--- config.mk ---
export PLATFORM = sky130hd
export DESIGN_NAME = kdo_queue
export DESIGN_NICKNAME = d
export VERILOG_FILES = /design/src/rtl/core/kdo_pkg.sv /design/src/rtl/core/kdo_queue.sv
export SDC_FILE = /design/constraint.sdc
export NUM_CORES = 1
export LEC_CHECK = 0
export BUFFER_PORTS_ARGS = -buffer_cell sky130_fd_sc_hd__buf_2
export CAP_MARGIN = 0
export CORE_MARGIN = 2
export CORE_UTILIZATION = 55
export CTS_CLUSTER_DIAMETER = 60
export DETAILED_ROUTE_END_ITERATION = 16
export GPL_TIMING_DRIVEN = 0
export PLACE_DENSITY_LB_ADDON = 0.08
export SYNTH_ARGS = -nofsm -noshare
export SYNTH_HDL_FRONTEND = slang
export SYNTH_SLANG_ARGS = --single-unit
--- constraint.sdc ---
create_clock -name clk -period 32.9 [get_ports clk]
set_input_delay 1.645 -clock clk [delete_from_list [all_inputs] [get_ports clk]]
set_output_delay 1.645 -clock clk [all_outputs]
set_load 0.1 [all_outputs]
--- src/rtl/core/kdo_pkg.sv ---
`timescale 1ns / 1ps
// Shared types, constants and arithmetic helpers of the direction orthogonalizer.
// No dependencies; every other file but kdo_if imports this package.
package kdo_pkg;

	localparam int MAX_LEN   = 4096;
	localparam int MAX_DIR   = 16;
	localparam int FRAC_BITS = 16;

	localparam int IDX_W  = $clog2(MAX_LEN);
	localparam int DIR_W  = $clog2(MAX_DIR);
	localparam int CNT_W  = $clog2(MAX_DIR + 1);
	localparam int LEN_W  = 13;
	localparam int CAP_W  = 5;
	localparam int ADDR_W = DIR_W + IDX_W;
	localparam int MP_W   = 51;
	localparam int SUM_W  = 58;

	typedef enum logic [1:0] {
		CMD_ADD   = 2'd0,
		CMD_DOT   = 2'd1,
		CMD_APPLY = 2'd2
	} cmd_t;

	localparam logic REG_VECTOR_LENGTH  = 1'b0;
	localparam logic REG_MAX_DIRECTIONS = 1'b1;

	localparam logic [1:0] ST_OK        = 2'd0;
	localparam logic [1:0] ST_ZERO_NORM = 2'd1;
	localparam logic [1:0] ST_SAT       = 2'd2;

	typedef struct packed {
		cmd_t               kind;
		logic               first;
		logic               last;
		logic [IDX_W-1:0]   idx;
		logic [DIR_W-1:0]   slot;
		logic [CNT_W-1:0]   cnt;
		logic signed [31:0] a_re;
		logic signed [31:0] a_im;
		logic signed [31:0] b_re;
		logic signed [31:0] b_im;
		logic signed [31:0] norm_re;
		logic signed [31:0] norm_im;
	} op_t;

	// round pa +/- pb to FRAC_BITS, halves away from zero
	function automatic logic signed [MP_W-1:0] round_pair(logic signed [63:0] pa,
			logic signed [63:0] pb, logic sub);
		logic signed [65:0] s;
		logic [65:0] m;
		logic [MP_W-2:0] q;
		s = sub ? (66'(pa) - 66'(pb)) : (66'(pa) + 66'(pb));
		m = s[65] ? 66'(-s) : 66'(s);
		q = (MP_W-1)'((m + (66'(1) << (FRAC_BITS - 1))) >> FRAC_BITS);
		round_pair = s[65] ? -$signed({1'b0, q}) : $signed({1'b0, q});
	endfunction

	function automatic logic sat_ovf(logic signed [SUM_W-1:0] v);
		sat_ovf = (v > SUM_W'(64'sd2147483647)) || (v < -(SUM_W'(64'sd2147483648)));
	endfunction

	function automatic logic signed [31:0] sat32(logic signed [SUM_W-1:0] v);
		if (v > SUM_W'(64'sd2147483647))
			sat32 = 32'sh7FFFFFFF;
		else if (v < -(SUM_W'(64'sd2147483648)))
			sat32 = 32'sh80000000;
		else
			sat32 = v[31:0];
	endfunction

	function automatic logic [1:0] raise(logic [1:0] st, logic [1:0] c);
		raise = (c > st) ? c : st;
	endfunction

endpackage

--- src/rtl/core/kdo_queue.sv ---
`timescale 1ns / 1ps
// Two-entry queue of classified items between front and back end.
// Depends on kdo_pkg.
module kdo_queue import kdo_pkg::*; (
	input  logic clk,
	input  logic arst_n,
	input  logic push,
	input  op_t  push_op,
	output logic full,
	input  logic pop,
	output op_t  head,
	output logic empty
);

	op_t        ent_q [2];
	logic       wp_q;
	logic       rp_q;
	logic [1:0] cnt_q;

	assign full  = (cnt_q == 2'd2);
	assign empty = (cnt_q == 2'd0);
	assign head  = ent_q[rp_q];

	always_ff @(posedge clk) begin
		if (push)
			ent_q[wp_q] <= push_op;
	end

	always_ff @(posedge clk or negedge arst_n) begin
		if (!arst_n) begin
			wp_q  <= 1'b0;
			rp_q  <= 1'b0;
			cnt_q <= '0;
		end else begin
			if (push)
				wp_q <= !wp_q;
			if (pop)
				rp_q <= !rp_q;
			cnt_q <= cnt_q + 2'(push) - 2'(pop);
		end
	end

endmodule

==> impl_metrics.env, run 1 <==
export IMPL_drive_gt1_frac=0.612
export IMPL_required_ns=31.25
export IMPL_drc_errors=0
export IMPL_grt_overflow=0
export IMPL_clock_latency_ns=0.52
export IMPL_drt_wirelength_per_cell_um=21.0
export IMPL_vias=8212
export IMPL_syn_num_nets=913
export IMPL_hpwl_um=24200
export IMPL_setup_viol=0
export IMPL_ant_nets=0
export IMPL_hp_class="flop to flop"
export IMPL_ys_seq_elements=438
export IMPL_tightest_slew_ns=0.752
export IMPL_maxCapViolCount=0
export IMPL_grt_pass1_vias=8662
export IMPL_end_kind="output port"
export IMPL_grtUsageTotal=0.214
export IMPL_fillers=1919
export IMPL_drtPass1Iterations=7
export IMPL_dpl_worst_slack_ns=29.57
export IMPL_cts_clk_slew_worst_paths_ns=0.06
export IMPL_cts_resized=0
export IMPL_fin_skew_ns=0.00756
export IMPL_rsz0062_at_grt="no"
export IMPL_synth_cell_types=15
export IMPL_place_area_um2=19300
export IMPL_outcome="completed"
export IMPL_hold_slack_ns=0.552
export IMPL_ys_warn_count=0
export IMPL_design_area_um2=20600
export IMPL_post_cts_setup_buffers=0
export IMPL_critPathKind="flop to output port"
export IMPL_final_common_cell="buf_2"
export IMPL_timing_final_ws_setup_ns=29.12
export IMPL_synthCells=690
export IMPL_cts_buffers=44
export IMPL_worstPathMaxFanout=10
export IMPL_tns_ns=0
export IMPL_grt_antenna_before_repair=13
export IMPL_ys_seq_area_frac=0.806
export IMPL_grt_pass1_wl_um=49300
export IMPL_avgSynthCellArea_um2=23.6
export IMPL_period_minus_slack_ns=3.78
export IMPL_clock_root_buffer="clkbuf_16"
export IMPL_max_slew_margin=0.498
export IMPL_die_h_um=176
export IMPL_clock_sinks=438
export IMPL_final_cell_mix="buf_2 (449), edfxtp_1 (434), mux2_2 (117)"
export IMPL_maxSlewViolCount=0
export IMPL_critPathLaunchType="flop"
export IMPL_num_rows=62
export IMPL_hold_viol_final=0
export IMPL_area_growth_pct=26.5
export IMPL_die_area_um2=31000
export IMPL_fp_coreArea_um2=28900
export IMPL_cts_tree="done"
export IMPL_arrival_ns=2.13
export IMPL_design_final_nets=1410
export IMPL_start_util=0.563
export IMPL_io_buffers=439
export IMPL_cts_hold_buf=0
export IMPL_wl_um=33800
export IMPL_die_w_um=176
export IMPL_grt_max_degree=60
export IMPL_place_congestion=0.733
export IMPL_pin_count=440
export IMPL_cts_max_path_buffers=3
export IMPL_netlist_area_um2=16300
export IMPL_htreeDepth=2
export IMPL_via_per_inst=5.11
export IMPL_fmax_mhz=265
export IMPL_post_route_period_util=0.115
export IMPL_initialDrtViolationCount=527
[area by class of cell]
class | count | area (µm²) | share of cell area
Buffer | 24 | 238 | 0.0115
Multi-Input combinational cell | 226 | 2920 | 0.142
Clock buffer | 54 | 1160 | 0.0563
Timing Repair Buffer | 451 | 2480 | 0.121
Clock inverter | 21 | 160 | 0.00778
Inverter | 2 | 7.51 | 0.000364
Sequential cell | 438 | 13100 | 0.638
Tap cell | 384 | 480 | 0.0233
Antenna cell | 8 | 20.0 | 0.000972
[cell usage after synthesis]
master,count,share of area
buf_8,10,0.0092
buf_4,2,0.00092
inv_1,2,0.00046
buf_6,2,0.0014
dfrtp_1,4,0.0061
nor2b_1,2,0.00077
mux2_4,100,0.092
mux2_2,117,0.081
nor2_1,1,0.00023
buf_2,10,0.0031
ha_1,2,0.0015
xor2_1,2,0.0011
edfxtp_1,434,0.80
xor3_1,1,0.0015
and2_1,1,0.00038
[routing by layer]
metal | up-vias | part of all wire | track usage
met5 | - | 0.0020 | 0
met4 | 12 | 0.031 | 0.0816
met3 | 80 | 0.10 | 0.0803
met2 | 342 | 0.53 | 0.385
met1 | 4004 | 0.34 | 0.229
li1 | 3774 | - | -
[worst paths after layout]
kind / startpoint / to / slack, ns / depth (start not counted)
hold / removal: wp_q / wp_q / 0.55 / 1
max in group asynchronous: arst_n / cnt_q[0] / 31.87 / 1
setup reg to reg: wp_q / ent_q[0][184] / 30.98 / 3
min in group asynchronous: arst_n / cnt_q[1] / 0.92 / 1
hold reg to reg: wp_q / wp_q / 0.55 / 1
setup / recovery: rp_q / head[154] / 29.12 / 5
[cells by family after synthesis]
kind of cell | after synthesis | synth area share
adder cells (fa/ha/maj) | 2 | 0.00154
AND/OR/NAND/NOR | 4 | 0.00138
multiplexers | 217 | 0.173
XOR/XNOR | 3 | 0.00254
flip-flops | 438 | 0.806
buffers and inverters | 26 | 0.0151
[registers in the layout, indices dropped and copies added (netlist names)]
register / cells
wp_q: 1
ent_q: 434
rp_q: 1
cnt_q: 2
[stage by stage]
| step | instances | util |
|---|---|---|
| final | 1608 | 0.712 |
| after CTS | 1600 | 0.711 |
| after global routing | 1605 | 0.712 |
| after detailed placement | 1525 | 0.666 |
| after global placement | 1513 | 0.655 |
| after floorplan | 690 | - |
[worst max-delay path: stages, from the launching register on]
cell	delay [ns]
dfrtp_1	0.35
buf_6	0.16
buf_6	0.24
buf_8	0.21
mux2_4	0.33
buf_2	0.30
Power of run 1 is left out: the tool's default activity adds up to more than one toggle a clock period on the data nets, which glitch-free logic cannot reach.
==> run 2, diff against run 1 <==
CORE_UTILIZATION = 52   (was 55)
clock period = 3.7 ns   (was 32.9 ns; I/O delays follow)
==> impl_metrics.env, run 2 (synthesis results as in run 1) <==
export IMPL_fp_coreArea_um2=30700
export IMPL_max_stage_delay_ns=0.46
export IMPL_worstSetupEndpoint="head[170]"
export IMPL_rsz0062_at_grt="no"
export IMPL_ff2ff_path_depth=3
export IMPL_grt_pass1_wl_um=54200
export IMPL_post_cts_setup_buffers=0
export IMPL_die_w_um=181
export IMPL_cp_common_cell="buf_6"
export IMPL_area_growth_pct=39.8
export IMPL_path_cells="buf_6 > buf_6 > buf_8 > mux2_4 > buf_2"
export IMPL_required_ns=3.51
export IMPL_via_per_inst=4.95
export IMPL_maxCapViolCount=0
export IMPL_ant_nets=0
export IMPL_rr_endpoint="ent_q[1][24]"
export IMPL_htreeDepth=2
export IMPL_grt_pass1_vias=9909
export IMPL_grt_antenna_before_repair=5
export IMPL_worstSetupStartpoint="rp_q"
export IMPL_grt_max_degree=58
export IMPL_tightest_slew_ns=0.621
export IMPL_grtUsageTotal=0.217
export IMPL_initialDrtViolationCount=558
export IMPL_reg2reg_from="wp_q"
export IMPL_drtPass1Iterations=4
export IMPL_drt_wirelength_per_cell_um=19.6
export IMPL_start_util=0.530
export IMPL_period_minus_slack_ns=2.33
export IMPL_clock_root_buffer="clkbuf_16"
export IMPL_timing_final_ws_setup_ns=1.37
export IMPL_outcome="completed"
export IMPL_end_kind="output port"
export IMPL_cts_max_path_buffers=3
export IMPL_dpl_worst_slack_ns=1.66
export IMPL_drive_gt1_frac=0.519
export IMPL_vias=9121
export IMPL_wl_um=36000
export IMPL_clock_latency_ns=0.52
export IMPL_cts_buffers=44
export IMPL_pin_count=440
export IMPL_max_slew_margin=0.586
export IMPL_final_common_cell="buf_2"
export IMPL_fillers=1875
export IMPL_arrival_ns=2.14
export IMPL_fin_skew_ns=0.00948
export IMPL_die_area_um2=32800
export IMPL_num_rows=64
export IMPL_post_route_period_util=0.630
export IMPL_hp_class="input port to flop"
export IMPL_worstPathMaxFanout=10
export IMPL_final_cell_mix="buf_2 (449), edfxtp_1 (434), dlygate4sd3_1 (221)"
export IMPL_reg2reg_slack_ns=1.69
export IMPL_grt_overflow=0
export IMPL_max_flop_register="ent_q"
export IMPL_largestRegisters="ent_q x434, cnt_q x2"
export IMPL_drc_errors=0
export IMPL_crit_slowest_cell="buf_2"
export IMPL_fmax_mhz=429
export IMPL_hold_viol_final=0
export IMPL_largest_reg_flops=434
export IMPL_cts_tree="done"
export IMPL_design_final_nets=1631
export IMPL_maxSlewViolCount=0
export IMPL_place_congestion=0.738
export IMPL_cts_clk_slew_worst_paths_ns=0.06
export IMPL_critPathKind="flop to output port"
export IMPL_die_h_um=181
export IMPL_clock_sinks=438
export IMPL_io_buffers=439
export IMPL_critPathLaunchType="flop"
export IMPL_setup_viol=0
export IMPL_hpwl_um=23900
run 2: cell type report:
class,count,area (µm²),area share
Tap cell,396,495,0.0218
Clock buffer,54,1160,0.0509
Clock inverter,25,130,0.00571
Timing Repair Buffer,672,4680,0.205
Inverter,2,7.51,0.000330
Buffer,24,238,0.0104
Sequential cell,438,13100,0.577
Multi-Input combinational cell,226,2920,0.128
Antenna cell,5,12.5,0.000549
run 2: timing repair:
| item | 4_1_cts | 5_1_grt |
|---|---|---|
| gates resized for setup | 0 | 0 |
| hold endpoints to repair | 441 | 0 |
| setup endpoints to repair | 0 | 0 |
| hold buffers | 221 | 0 |
run 2: critical path: cells and delay by family, from the launching register on:
kind                   cells  cell delay (ns)
flip-flops                 1             0.36
multiplexers               1             0.16
buffers and inverters      4             1.08
run 2: worst min path at each step:
stage	startpoint	endpoint	depth (start not counted)
floorplan	arst_n	cnt_q[0]	0
global placement	arst_n	cnt_q[0]	1
detailed placement	arst_n	cnt_q[0]	1
CTS	push_op[29]	ent_q[0][29]	2
global route	push_op[64]	ent_q[0][64]	2
finish	push_op[49]	ent_q[1][49]	2
run 2: layer usage:
| metal | vias up | GRT usage | share of wire |
|---|---|---|---|
| li1 | 4212 | - | - |
| met1 | 4439 | 0.244 | 0.36 |
| met2 | 394 | 0.388 | 0.51 |
| met3 | 76 | 0.0695 | 0.089 |
| met4 | 0 | 0.0787 | 0.035 |
| met5 | - | 0 | 0 |
run 2: per-stage QoR:
stage	hold slack [ns]	cells	TNS (ns)	area, µm²	util
final	0.377	1842	0	22800	0.741
after global routing	0.373	1841	0	22800	0.741
after CTS	0.362	1837	0	22800	0.740
after detailed placement	-0.00217	1537	0	19300	0.626
after global placement	-0.00517	1525	-806.18	19000	0.617
after floorplan	-0.111	690	-79.68	16300	-
Power of run 2 is left out for the same reason.
==> run 3, diff against run 2 <==
ABC_AREA = 1   (was not set)
clock period = 2.2 ns   (was 3.7 ns; I/O delays follow)
==> impl_metrics.env, run 3 <==
export IMPL_die_h_um=181
export IMPL_post_cts_setup_buffers=0
export IMPL_design_final_nets=2100
export IMPL_max_flop_register="ent_q"
export IMPL_drtPass1Iterations=7
export IMPL_end_kind="output port"
export IMPL_drive_gt1_frac=0.323
export IMPL_syn_num_nets=1381
export IMPL_area_growth_pct=45.6
export IMPL_fmax_mhz=465
export IMPL_hp_class="input port to async pin"
export IMPL_vias=11300
export IMPL_timing_final_ws_setup_ns=0.0511
export IMPL_place_congestion=0.781
export IMPL_cts_clk_slew_worst_paths_ns=0.06
export IMPL_critPathLaunchType="flop"
export IMPL_max_slew_margin=0.622
export IMPL_grt_overflow=0
export IMPL_hpwl_um=27100
export IMPL_drc_errors=0
export IMPL_tightest_slew_ns=0.565
export IMPL_synth_most_common_cell="edfxtp_1"
export IMPL_initialDrtViolationCount=746
export IMPL_tns_ns=0
export IMPL_post_route_period_util=0.977
export IMPL_wl_um=41700
export IMPL_clock_root_buffer="clkbuf_16"
export IMPL_arrival_ns=2.04
export IMPL_largest_reg_flops=434
export IMPL_final_common_cell="edfxtp_1"
export IMPL_netlist_area_um2=16200
export IMPL_start_util=0.529
export IMPL_cts_tree="done"
export IMPL_synth_area_top_cells="edfxtp_1 (80%), inv_1 (5.2%), nand2_1 (5.2%), o21ai_0 (4.8%), o21ai_1 (1.9%)"
export IMPL_grt_max_degree=41
export IMPL_ys_seq_area_frac=0.810
export IMPL_avgSynthCellArea_um2=14.0
export IMPL_io_buffers=439
export IMPL_dpl_worst_slack_ns=0.129
export IMPL_maxSlewViolCount=0
export IMPL_die_w_um=181
export IMPL_critPathKind="flop to output port"
export IMPL_ys_warn_count=0
export IMPL_synth_cell_types=13
export IMPL_maxCapViolCount=0
export IMPL_yosys_area_top_type="edfxtp_1"
export IMPL_largestRegisters="ent_q x434, cnt_q x2"
export IMPL_synthCells=1158
export IMPL_grt_antenna_before_repair=3
export IMPL_synth_top_area_share=0.804
export IMPL_via_per_inst=4.91
export IMPL_period_minus_slack_ns=2.15
export IMPL_num_rows=64
export IMPL_drt_wirelength_per_cell_um=18.1
export IMPL_worstPathMaxFanout=10
export IMPL_clock_latency_ns=0.53
export IMPL_setup_viol=0
export IMPL_hold_slack_ns=0.0101
export IMPL_clock_sinks=438
export IMPL_grtUsageTotal=0.252
export IMPL_ys_seq_elements=438
export IMPL_cts_buffers=44
export IMPL_synth_edff_count=434
export IMPL_required_ns=2.09
export IMPL_hold_viol_final=0
export IMPL_cts_max_path_buffers=3
export IMPL_ant_nets=0
export IMPL_synth_commonest_cells="edfxtp_1 (434), inv_1 (224), nand2_1 (223), o21ai_0 (157), o21ai_1 (60)"
export IMPL_die_area_um2=32600
export IMPL_synth_ff_type="edfxtp_1"
export IMPL_outcome="completed"
export IMPL_fin_skew_ns=0.0122
export IMPL_rsz0062_at_grt="yes"
export IMPL_pin_count=440
export IMPL_fp_coreArea_um2=30700
export IMPL_grt_pass1_wl_um=63500
export IMPL_synthArstFlopShare=0.00913
export IMPL_htreeDepth=2
export IMPL_final_cell_mix="edfxtp_1 (434), buf_2 (239), inv_1 (223)"
export IMPL_grt_pass1_vias=11800
-- run 3: logic make-up (layout without fill, tap and decap cells) --
| kind of cell | after synthesis | count (layout) | synth area share |
|---|---|---|---|
| xor gates and xnor gates | 2 | 2 | 0.00108 |
| buffers and inverters | 272 | 1021 | 0.0678 |
| AOI/OAI and AO/OA | 217 | 217 | 0.0670 |
| DFF | 438 | 438 | 0.810 |
| other | 0 | 4 | 0 |
| adders and majority gates | 2 | 2 | 0.00154 |
| and+or+nand+nor | 227 | 227 | 0.0526 |
-- run 3: through the flow --
stage | instance area, µm² | cells | utilization
finish | 23600 | 2307 | 0.770
floorplan | 16500 | 1158 | -
global placement | 19100 | 1993 | 0.624
detailed placement | 19400 | 2007 | 0.634
CTS | 23500 | 2303 | 0.766
global route | 23600 | 2306 | 0.770
-- run 3: what timing repair did --
action | in CTS | in global routing
pin swaps | 0 | 0
gates resized for setup | 214 | 36
endpoints found under the hold margin | 441 | 0
hold buffers | 220 | 0
endpoints found under the setup margin | 199 | 86
-- run 3: cell type report --
| type | count | area [µm²] |
|---|---|---|
| Sequential cell | 438 | 13100 |
| Tap cell | 396 | 495 |
| Timing Repair Buffer | 673 | 5280 |
| Clock buffer | 56 | 1170 |
| Multi-Input combinational cell | 448 | 2220 |
| Buffer | 48 | 289 |
| Antenna cell | 4 | 10.0 |
| Clock inverter | 20 | 168 |
| Fill cell | 1890 | 7070 |
| Inverter | 224 | 845 |
-- run 3: path summary, 6_finish.rpt --
kind	startpoint	end	slack, ns	cells past startpoint
setup / recovery	rp_q	head[135]	0.05	4
hold / removal	arst_n	cnt_q[0]	0.01	2
setup reg to reg	wp_q	ent_q[1][129]	0.15	5
hold reg to reg	wp_q	wp_q	0.56	1
max in group asynchronous	arst_n	cnt_q[1]	2.07	2
min in group clk	push_op[46]	ent_q[0][46]	0.30	2
-- run 3: metal layers --
metal / vias to the layer above / wire length, µm / global-route usage
li1: 5372 / - / -
met1: 5403 / 14700 / 0.284
met2: 459 / 21700 / 0.450
met3: 95 / 3680 / 0.0752
met4: 0 / 1610 / 0.0948
met5: - / 0 / 0
-- run 3: critical path: stages, from the launching register on --
cell      delay (ns)
dfrtp_1         0.40
buf_2           0.24
clkbuf_2        0.27
o21ai_1         0.31
buf_6           0.27
Power of run 3 is left out for the same reason.
