<file path="config.mk">
export PLATFORM = sky130hd
export DESIGN_NAME = kdo_front_flat
export DESIGN_NICKNAME = d
export VERILOG_FILES = /design/src/rtl/core/kdo_pkg.sv /design/src/rtl/core/kdo_if.sv /design/src/rtl/core/kdo_front.sv /design/src/flat_wrapper.sv
export SDC_FILE = /design/constraint.sdc
export NUM_CORES = 1
export LEC_CHECK = 0
export ABC_AREA = 1
export BUFFER_PORTS_ARGS = -buffer_cell sky130_fd_sc_hd__buf_2
export CORE_AREA = 2 2 166 168
export CTS_BUF_LIST = sky130_fd_sc_hd__clkbuf_4 sky130_fd_sc_hd__clkbuf_8
export DETAILED_ROUTE_END_ITERATION = 8
export DIE_AREA = 0 0 168 170
export SLEW_MARGIN = 25
export SYNTH_ARGS = -nofsm -noshare
export SYNTH_HDL_FRONTEND = slang
export SYNTH_SLANG_ARGS = --single-unit
</file>
<file path="constraint.sdc">
create_clock -name clk -period 4.7 [get_ports clk]
set_input_delay 0.705 -clock clk [delete_from_list [all_inputs] [get_ports clk]]
set_output_delay 0.705 -clock clk [all_outputs]
set_load 0.005 [all_outputs]
</file>
<file path="src/rtl/core/kdo_pkg.sv">
`timescale 1ns / 1ps
// Shared types, constants and arithmetic helpers of the direction orthogonalizer.
// No dependencies; every other file but kdo_if imports this package.
package kdo_pkg;

	localparam int MAX_LEN   = 4096;
	localparam int MAX_DIR   = 16;
	localparam int FRAC_BITS = 16;

	localparam int IDX_W  = $clog2(MAX_LEN);
	localparam int DIR_W  = $clog2(MAX_DIR);
	localparam int CNT_W  = $clog2(MAX_DIR + 1);
	localparam int LEN_W  = 13;
	localparam int CAP_W  = 5;
	localparam int ADDR_W = DIR_W + IDX_W;
	localparam int MP_W   = 51;
	localparam int SUM_W  = 58;

	typedef enum logic [1:0] {
		CMD_ADD   = 2'd0,
		CMD_DOT   = 2'd1,
		CMD_APPLY = 2'd2
	} cmd_t;

	localparam logic REG_VECTOR_LENGTH  = 1'b0;
	localparam logic REG_MAX_DIRECTIONS = 1'b1;

	localparam logic [1:0] ST_OK        = 2'd0;
	localparam logic [1:0] ST_ZERO_NORM = 2'd1;
	localparam logic [1:0] ST_SAT       = 2'd2;

	typedef struct packed {
		cmd_t               kind;
		logic               first;
		logic               last;
		logic [IDX_W-1:0]   idx;
		logic [DIR_W-1:0]   slot;
		logic [CNT_W-1:0]   cnt;
		logic signed [31:0] a_re;
		logic signed [31:0] a_im;
		logic signed [31:0] b_re;
		logic signed [31:0] b_im;
		logic signed [31:0] norm_re;
		logic signed [31:0] norm_im;
	} op_t;

	// round pa +/- pb to FRAC_BITS, halves away from zero
	function automatic logic signed [MP_W-1:0] round_pair(logic signed [63:0] pa,
			logic signed [63:0] pb, logic sub);
		logic signed [65:0] s;
		logic [65:0] m;
		logic [MP_W-2:0] q;
		s = sub ? (66'(pa) - 66'(pb)) : (66'(pa) + 66'(pb));
		m = s[65] ? 66'(-s) : 66'(s);
		q = (MP_W-1)'((m + (66'(1) << (FRAC_BITS - 1))) >> FRAC_BITS);
		round_pair = s[65] ? -$signed({1'b0, q}) : $signed({1'b0, q});
	endfunction

	function automatic logic sat_ovf(logic signed [SUM_W-1:0] v);
		sat_ovf = (v > SUM_W'(64'sd2147483647)) || (v < -(SUM_W'(64'sd2147483648)));
	endfunction

	function automatic logic signed [31:0] sat32(logic signed [SUM_W-1:0] v);
		if (v > SUM_W'(64'sd2147483647))
			sat32 = 32'sh7FFFFFFF;
		else if (v < -(SUM_W'(64'sd2147483648)))
			sat32 = 32'sh80000000;
		else
			sat32 = v[31:0];
	endfunction

	function automatic logic [1:0] raise(logic [1:0] st, logic [1:0] c);
		raise = (c > st) ? c : st;
	endfunction

endpackage

</file>
<file path="src/rtl/core/kdo_if.sv">
`timescale 1ns / 1ps
// Valid/ready channel interfaces for input items and result items.
// Depends on nothing.
interface kdo_in_if;
	logic        valid;
	logic        ready;
	logic [1:0]  command;
	logic [31:0] a_re;
	logic [31:0] a_im;
	logic [31:0] b_re;
	logic [31:0] b_im;
	logic [31:0] norm_re;
	logic [31:0] norm_im;
	modport source (output valid, command, a_re, a_im, b_re, b_im, norm_re, norm_im,
		input ready);
	modport sink (input valid, command, a_re, a_im, b_re, b_im, norm_re, norm_im,
		output ready);
endinterface


</file>
<file path="src/rtl/core/kdo_front.sv">
`timescale 1ns / 1ps
// Front end: configuration registers, pass tracking and item classification.
// Depends on kdo_pkg and kdo_in_if.
module kdo_front import kdo_pkg::*; (
	input  logic             clk,
	input  logic             arst_n,
	input  logic             cfg_we,
	input  logic             cfg_index,
	input  logic [LEN_W-1:0] cfg_wdata,
	kdo_in_if.sink           in_ch,
	input  logic             q_full,
	output logic             push,
	output op_t              push_op
);

	logic [LEN_W-1:0] len_q;
	logic [CAP_W-1:0] cap_q;
	logic [IDX_W-1:0] ec_q;
	logic [1:0]       pc_q;
	logic [CNT_W-1:0] sc_q;

	logic [LEN_W-1:0] len_eff;
	logic [CAP_W-1:0] cap_eff;
	logic [IDX_W-1:0] ec_eff;
	logic             last;
	logic             first;
	logic             known;
	logic             xfer;
	logic [CNT_W-1:0] sc_base;
	logic [CNT_W-1:0] sc_prev;

	assign in_ch.ready = !q_full;
	assign xfer = in_ch.valid && in_ch.ready;

	always_comb begin
		len_eff = (len_q == '0) ? LEN_W'(1) :
			((len_q > LEN_W'(MAX_LEN)) ? LEN_W'(MAX_LEN) : len_q);
		cap_eff = (cap_q == '0) ? CAP_W'(1) :
			((cap_q > CAP_W'(MAX_DIR)) ? CAP_W'(MAX_DIR) : cap_q);
		ec_eff  = (ec_q != '0 && in_ch.command != pc_q) ? '0 : ec_q;
		first   = (ec_eff == '0);
		last    = (LEN_W'(ec_eff) + LEN_W'(1)) >= len_eff;
		sc_base = (sc_q >= CNT_W'(cap_eff)) ? CNT_W'(cap_eff - 1'b1) : sc_q;
		sc_prev = (sc_q == '0) ? '0 : sc_q - 1'b1;
		unique case (in_ch.command)
			CMD_ADD, CMD_DOT, CMD_APPLY: known = 1'b1;
			default:                     known = 1'b0;
		endcase
		push = xfer && known;
		push_op.kind    = cmd_t'(in_ch.command);
		push_op.first   = first;
		push_op.last    = last;
		push_op.idx     = ec_eff;
		push_op.slot    = first ? sc_base[DIR_W-1:0] : sc_prev[DIR_W-1:0];
		push_op.cnt     = (sc_q < CNT_W'(cap_eff)) ? sc_q : CNT_W'(cap_eff);
		push_op.a_re    = in_ch.a_re;
		push_op.a_im    = in_ch.a_im;
		push_op.b_re    = in_ch.b_re;
		push_op.b_im    = in_ch.b_im;
		push_op.norm_re = in_ch.norm_re;
		push_op.norm_im = in_ch.norm_im;
	end

	always_ff @(posedge clk or negedge arst_n) begin
		if (!arst_n) begin
			len_q <= LEN_W'(MAX_LEN);
			cap_q <= CAP_W'(MAX_DIR);
			ec_q  <= '0;
			pc_q  <= CMD_ADD;
			sc_q  <= '0;
		end else begin
			if (cfg_we) begin
				unique case (cfg_index)
					REG_VECTOR_LENGTH:  len_q <= cfg_wdata;
					REG_MAX_DIRECTIONS: cap_q <= cfg_wdata[CAP_W-1:0];
					default: ;
				endcase
			end
			if (push) begin
				pc_q <= in_ch.command;
				ec_q <= last ? '0 : ec_eff + 1'b1;
				if (in_ch.command == CMD_ADD && first)
					sc_q <= sc_base + 1'b1;
			end
		end
	end

endmodule

</file>
<file path="src/flat_wrapper.sv">
// flat-port wrapper written by rule: the top's interface ports become plain ports
module kdo_front_flat import kdo_pkg::*;
  (clk, arst_n, cfg_we, cfg_index, cfg_wdata, q_full, push, push_op, in_ch_valid, in_ch_command, in_ch_a_re, in_ch_a_im, in_ch_b_re, in_ch_b_im, in_ch_norm_re, in_ch_norm_im, in_ch_ready);
  kdo_in_if in_ch_i ();
  input  logic clk;
  input  logic arst_n;
  input  logic cfg_we;
  input  logic cfg_index;
  input  logic [LEN_W-1:0] cfg_wdata;
  input  logic q_full;
  output logic push;
  output op_t push_op;
  input wire logic [$bits(in_ch_i.valid)-1:0] in_ch_valid;
  input wire logic [$bits(in_ch_i.command)-1:0] in_ch_command;
  input wire logic [$bits(in_ch_i.a_re)-1:0] in_ch_a_re;
  input wire logic [$bits(in_ch_i.a_im)-1:0] in_ch_a_im;
  input wire logic [$bits(in_ch_i.b_re)-1:0] in_ch_b_re;
  input wire logic [$bits(in_ch_i.b_im)-1:0] in_ch_b_im;
  input wire logic [$bits(in_ch_i.norm_re)-1:0] in_ch_norm_re;
  input wire logic [$bits(in_ch_i.norm_im)-1:0] in_ch_norm_im;
  output wire logic [$bits(in_ch_i.ready)-1:0] in_ch_ready;
  assign in_ch_i.valid = in_ch_valid;
  assign in_ch_i.command = in_ch_command;
  assign in_ch_i.a_re = in_ch_a_re;
  assign in_ch_i.a_im = in_ch_a_im;
  assign in_ch_i.b_re = in_ch_b_re;
  assign in_ch_i.b_im = in_ch_b_im;
  assign in_ch_i.norm_re = in_ch_norm_re;
  assign in_ch_i.norm_im = in_ch_norm_im;
  assign in_ch_ready = in_ch_i.ready;
  kdo_front u_core (.clk(clk), .arst_n(arst_n), .cfg_we(cfg_we), .cfg_index(cfg_index), .cfg_wdata(cfg_wdata), .in_ch(in_ch_i), .q_full(q_full), .push(push), .push_op(push_op));
endmodule
</file>
==> flow_metrics.py, run 1 <==
metrics = {
    "run_status": {
        "status": "finished, final reports clean",
    },
    "clocking": {
        "cts.path.max_buffers": 2,
        "cts_tree": "done",
        "clk_pin_slew_ns": 0.09,
        "cts_resized": 0,
        "clkLatencyLatePin_ns": 0.31,
        "clock_sinks": 37,
        "cts-buffers-inserted": 5,
        "htree_num_levels": 2,
        "cts_setup_buffers": 0,
        "root_buffer": "clkbuf_8",
        "hold_buffers": 0,
    },
    "floorplanning": {
        "die-area_sq_mm": 0.0286,
        "die_w_um": 168,
        "pin_count": 432,
        "start_util": 0.161,
        "num_rows": 60,
        "coreArea_sq_mm": 0.0267,
        "die_h_um": 170,
    },
    "layout": {
        "drive_gt1_frac": 0.187,
        "nets": 681,
        "antennaDiodeCount": 0,
        "utilization": 0.134,
        "fin_area_sq_mm": 0.00358,
        "area_growth_pct": -16.5,
    },
    "worst_setup_path": {
        "cp.required_ns": 3.99,
        "rr_worst_depth": 20,
        "cp_max_fo": 17,
        "crit_path_end": "push_op[213]",
        "criticalPathCategory": "in -> out",
        "worst_ep_arrival_time_ns": 3.47,
        "ff2ff_setup_slack_ns": 0.74,
        "critPathMaxStageDelay_ns": 0.31,
        "slowest_stage": "ha_1",
        "path_common_cell": "nand2_1",
        "critPathLaunch": "in_ch_command[0]",
        "critPathCaptureType": "primary output",
        "critPathLaunchType": "input port",
        "crit_chain": "buf_2, inv_1, nand2_1, nand2_1, nand3_2, nand2_4, inv_1, nor2_1, ha_1, nand4_2, nor2_4, nand4_1, and2_1, ha_1, nand2_1, nor2_1, nand4_1, o21bai_1, nand3_1, buf_2",
        "r2r-start": "u_core.ec_q[3]",
        "r2r-end": "u_core.ec_q[9]",
    },
    "timing": {
        "finalCritPeriodShare": 0.889,
        "hold_violations": 0,
        "min_period_ns": 4.18,
        "maxSlewViolCount": 0,
        "relSlewSlack": 0.398,
        "tightest_slew_ns": 0.902,
        "rsz0062_at_grt": "false",
        "setup_viol": 0,
        "final.setup.tns_ns": 0,
        "final.setup_skew_ns": 0.0127,
        "fmax_mhz": 239,
    },
    "logic_synthesis": {
        "synth_edf_count": 0,
        "synthTopCellsByCount": "197 x buf_4, 124 x nand2_1, 58 x inv_1",
        "synthTopCellsByArea": "buf_4 34%, dfrtp_1 20%, nand2_1 11%",
        "synth_cells": 588,
        "ys_seq_area_frac": 0.216,
        "synth_fp_nets": 825,
        "synth_most_common_cell": "buf_4",
        "synthArstFlopShare": 1.00,
        "ys_warn_count": 0,
        "synth.avg_cell_area_sq_um": 7.30,
        "ys_seq_elements": 37,
        "synthFlopType": "dfrtp_1",
        "post_synth_instance_area_sq_mm": 0.00429,
        "synth_top_area_cell": "buf_4",
        "synth_cell_types": 34,
        "synth_top_area_frac": 0.345,
    },
    "placed_design": {
        "gp_congestion": 0.811,
        "dp_hpwl_mm": 10.5,
        "io_buffer_count": 47,
        "place_area_sq_mm": 0.00347,
    },
    "drt": {
        "vias": 2923,
        "initialDrtViolationCount": 110,
        "postRouteAntennaNets": 0,
        "detail_route.wl_per_cell_um": 15.9,
        "drc_errors": 0,
        "avgViaCountPerCell": 3.72,
        "dr.pass1.iters": 4,
        "drt_wl_total_mm": 12.5,
    },
    "global_routing": {
        "grt_max_degree": 38,
        "grt_first_pass_wirelength_mm": 18.1,
        "grt_antenna_before_repair": 0,
        "grt_pass1_vias": 2981,
        "grt.overflow.total": 0,
        "grt_usage": 0.0860,
    },
    "power_and_ir_drop": {
        "ir_drop_v": 0.000113,
        "leakage_nw": 1.86,
        "power_density_mw_per_mm2": 439,
    },
    "min_path": {
        "hp-class": "in -> async",
    },
    "job": {
        "drv_cap": 0,
    },
}
placed cells by master, fill, tap and decap left out, types with 4 or more instances in the layout:
cell type	netlist	final
a21oi_1	12	12
dfrtp_1	35	35
nor2_2	4	4
ha_1	24	24
mux2_2	7	7
clkbuf_8	0	5
o21ai_0	31	31
nand2_1	124	124
nand3_1	20	20
buf_2	0	47
xor2_1	6	6
nand4_1	12	12
inv_1	58	58
nand3_2	4	4
nor2_1	22	22
cell type report:
type / instances / area (sq um)
clock buffer: 6 / 76.3
timing repair buffer: 48 / 243
fill: 3037 / 23100
tap: 341 / 427
inverter: 60 / 225
clock inverter: 2 / 38.8
multi-input combinational: 292 / 1650
sequential: 37 / 928
routing by layer:
metal	GRT usage	vias to the layer above	wire length, um
met5	0	-	0
met4	0.0473	0	590
met3	0.0630	64	2090
met2	0.142	190	5850
met1	0.0772	1294	3970
li1	-	1375	-
cell families (layout without fill, tap and decap cells):
logic type               count (synthesis)  after routing  synth area share
buffers and inverters                  259            116             0.400
multiplexers                             7              7            0.0184
AO/OA/AOI/OAI                           53             53            0.0676
adder cells (fa/ha/maj)                 24             24            0.0700
AND/OR/NAND/NOR                        201            201             0.211
XOR/XNOR                                 7              7            0.0160
flip-flops                              37             37             0.216
critical path, delay by kind of cell:
family / cells / cell delay [ns]
simple gates: 13 / 1.63
fa+ha+maj: 2 / 0.53
buf+inv: 4 / 0.45
compound gates: 1 / 0.16
sequential cells by signal, indices dropped and copies added (netlist names):
signal and count:
u_core.pc_q 2, u_core.len_q 13, u_core.cap_q 5, u_core.sc_q 5, u_core.ec_q 12
worst min path at each step:
stage / start / endpoint / slack [ns] / depth (start not counted)
final: arst_n / u_core.ec_q[10] / 0.52 / 1
after CTS: u_core.len_q[0] / u_core.len_q[0] / 0.53 / 2
after global placement: u_core.len_q[0] / u_core.len_q[0] / 0.50 / 2
after global routing: u_core.cap_q[2] / u_core.cap_q[2] / 0.55 / 2
after detailed placement: u_core.len_q[0] / u_core.len_q[0] / 0.51 / 2
after floorplan: arst_n / u_core.cap_q[0] / 0.41 / 0
power by group:
group	internal (mW)	total (mW)	switching (mW)
clock	0.165	0.300	0.134
combinational	0.313	0.837	0.524
sequential	0.375	0.437	0.0618
total	0.853	1.57	0.720
per-stage QoR:
step / hold WS [ns] / power (mW) / setup WS [ns] / cells
global route: 0.554 / 1.76 / 0.142 / 786
finish: 0.519 / 1.57 / 0.522 / 786
CTS: 0.526 / 1.61 / 0.439 / 786
detailed placement: 0.506 / 1.29 / 0.363 / 778
floorplan: 0.409 / 1.16 / 0.913 / 588
global placement: 0.500 / 1.28 / 0.479 / 778
Note: power is estimated with default switching activity, not from simulation.
==> run 2: changes to the inputs <==
--- a/config.mk
+++ b/config.mk
@@ -8,7 +8,6 @@
 export ABC_AREA = 1
 export BUFFER_PORTS_ARGS = -buffer_cell sky130_fd_sc_hd__buf_2
 export CORE_AREA = 2 2 166 168
-export CTS_BUF_LIST = sky130_fd_sc_hd__clkbuf_4 sky130_fd_sc_hd__clkbuf_8
 export DETAILED_ROUTE_END_ITERATION = 8
 export DIE_AREA = 0 0 168 170
 export SLEW_MARGIN = 25
==> run 2 against run 1 <==
  * Register-to-register slack got worse by 0.03 ns
  * Sequential share of layout area decreased by 0.37 points
  * Die area did not move
  * Count of clock-buffer cells in the layout stayed put
  * Global-route usage barely moved
  * Clock skew decreased by 0.0044 ns
  * Via count rose by 0.31%
  * Utilization increased by 0.20 points
  * Highest routed layer unchanged
==> flow_metrics.py, run 2 (synthesis results as in run 1) <==
metrics = {
    "min_path": {
        "hp-class": "reg -> reg",
        "hold_depth": 2,
        "min_to": "u_core.len_q[0]",
        "min_from": "u_core.len_q[0]",
    },
    "global_routing": {
        "grt_usage": 0.0862,
        "grt_first_pass_wirelength_mm": 18.1,
        "grt_pass1_vias": 2986,
        "grt_antenna_before_repair": 0,
        "grt.overflow.total": 0,
        "grt_max_degree": 38,
    },
    "layout": {
        "antennaDiodeCount": 0,
        "final_common_cell": "nand2_1",
        "max_flop_register": "u_core.len_q",
        "layout_common_cells": "124 x nand2_1, 58 x inv_1, 47 x buf_2",
        "area_growth_pct": -15.3,
        "fillers": 3033,
        "multi_input_area_sq_mm": 0.00165,
        "nets": 681,
        "regArea_sq_um": 928,
        "drive_gt1_frac": 0.184,
        "largest_reg_flops": 13,
        "reg.largest.list": "u_core.len_q (13), u_core.ec_q (12)",
    },
    "clocking": {
        "clkLatencyLatePin_ns": 0.30,
        "cts_setup_buffers": 0,
        "cts-buffers-inserted": 5,
        "cts_tree": "done",
        "clk_pin_slew_ns": 0.06,
        "hold_buffers": 0,
        "root_buffer": "clkbuf_16",
        "cts.path.max_buffers": 2,
        "htree_num_levels": 2,
        "cts_resized": 0,
        "clock_sinks": 37,
    },
    "drt": {
        "initialDrtViolationCount": 115,
        "vias": 2932,
        "avgViaCountPerCell": 3.73,
        "detail_route.wl_per_cell_um": 15.9,
        "drc_errors": 0,
        "dr.pass1.iters": 4,
        "postRouteAntennaNets": 0,
        "drt_wl_total_mm": 12.5,
    },
    "worst_setup_path": {
        "ff2ff_setup_slack_ns": 0.71,
        "cp.required_ns": 3.99,
        "cp_max_fo": 17,
        "rr_worst_depth": 20,
        "r2r-end": "u_core.ec_q[9]",
        "critPathCaptureType": "primary output",
        "criticalPathCategory": "in -> out",
        "worst_ep_arrival_time_ns": 3.49,
        "critPathLaunchType": "input port",
        "r2r-start": "u_core.ec_q[3]",
    },
    "timing": {
        "tightest_slew_ns": 0.917,
        "final.setup_skew_ns": 0.00833,
        "worst_slack_ns": 0.503,
        "relSlewSlack": 0.388,
        "setup_viol": 0,
        "fmax_mhz": 238,
        "final.setup.tns_ns": 0,
        "min_period_ns": 4.20,
        "finalCritPeriodShare": 0.893,
        "rsz0062_at_grt": "false",
        "hold_violations": 0,
        "maxSlewViolCount": 0,
    },
    "power_and_ir_drop": {
        "leakage_nw": 1.88,
        "ir_drop_v": 0.000113,
        "power_density_mw_per_mm2": 460,
    },
    "floorplanning": {
        "die_w_um": 168,
        "num_rows": 60,
        "die_h_um": 170,
        "start_util": 0.161,
        "pin_count": 432,
        "die-area_sq_mm": 0.0286,
        "coreArea_sq_mm": 0.0267,
    },
    "placed_design": {
        "place_ws_ns": 0.363,
        "gp_congestion": 0.811,
        "io_buffer_count": 47,
        "dp_hpwl_mm": 10.5,
    },
    "job": {
        "drv_cap": 0,
    },
    "run_status": {
        "status": "finished, final reports clean",
    },
}
## run 2: cell count changes in the layout (fill, tap and decap cells not counted)
cell / before / now
clkbuf_1: 0 / 1
clkbuf_16: 0 / 5
clkbuf_4: 1 / 0
clkbuf_8: 5 / 0
## run 2: area by class of cell
cell class,count,share of cell area
multi-input combinational,292,0.453
sequential,37,0.255
tap,341,0.117
timing repair buffer,48,0.0668
inverter,60,0.0619
clock buffer,6,0.0354
clock inverter,2,0.0107
## run 2: per-layer routing
metal | GRT usage | up-vias | wire length, um | part of all wire
met5 | 0 | - | 0 | 0
li1 | - | 1376 | - | -
met2 | 0.142 | 191 | 5850 | 0.47
met4 | 0.0495 | 0 | 610 | 0.049
met3 | 0.0630 | 67 | 2140 | 0.17
met1 | 0.0771 | 1298 | 3940 | 0.31
## run 2: how the worst max path moves through the flow
stage                           startpoint             end  slack, ns  depth (start not counted)
after global placement    in_ch_command[0]  u_core.ec_q[9]       0.48                         21
after global routing      in_ch_command[0]    push_op[213]       0.14                         20
after CTS                 in_ch_command[0]    push_op[213]       0.44                         20
after floorplan           in_ch_command[0]    push_op[213]       0.91                         19
after detailed placement  in_ch_command[0]  u_core.ec_q[9]       0.36                         21
final                     in_ch_command[0]    push_op[213]       0.50                         20
## run 2: where the power goes
part,total [mW],internal (mW),switching (mW)
Sequential,0.437,0.376,0.0612
Combinational,0.837,0.313,0.524
Clock,0.400,0.252,0.148
Total,1.67,0.940,0.733
## run 2: stage by stage
step / instance area, sq um / total power, mW / hold slack (ns) / utilization / std cells
floorplan: 4290 / 1.16 / 0.409 / - / 588
global placement: 3470 / 1.28 / 0.500 / 0.130 / 778
detailed placement: 3470 / 1.29 / 0.506 / 0.130 / 778
CTS: 3640 / 1.71 / 0.521 / 0.136 / 786
global route: 3640 / 1.86 / 0.548 / 0.136 / 786
finish: 3640 / 1.67 / 0.514 / 0.136 / 786
## run 2: worst max-delay path: stages
cell and delay, ns:
buf_2 0.14, inv_1 0.07, nand2_1 0.05, nand2_1 0.07, nand3_2 0.12, nand2_4 0.21, inv_1 0.12, nor2_1 0.15
ha_1 0.22, nand4_2 0.17, nor2_4 0.18, nand4_1 0.14, and2_1 0.20, ha_1 0.31, nand2_1 0.06, nor2_1 0.12
nand4_1 0.08, o21bai_1 0.16, nand3_1 0.09, buf_2 0.12
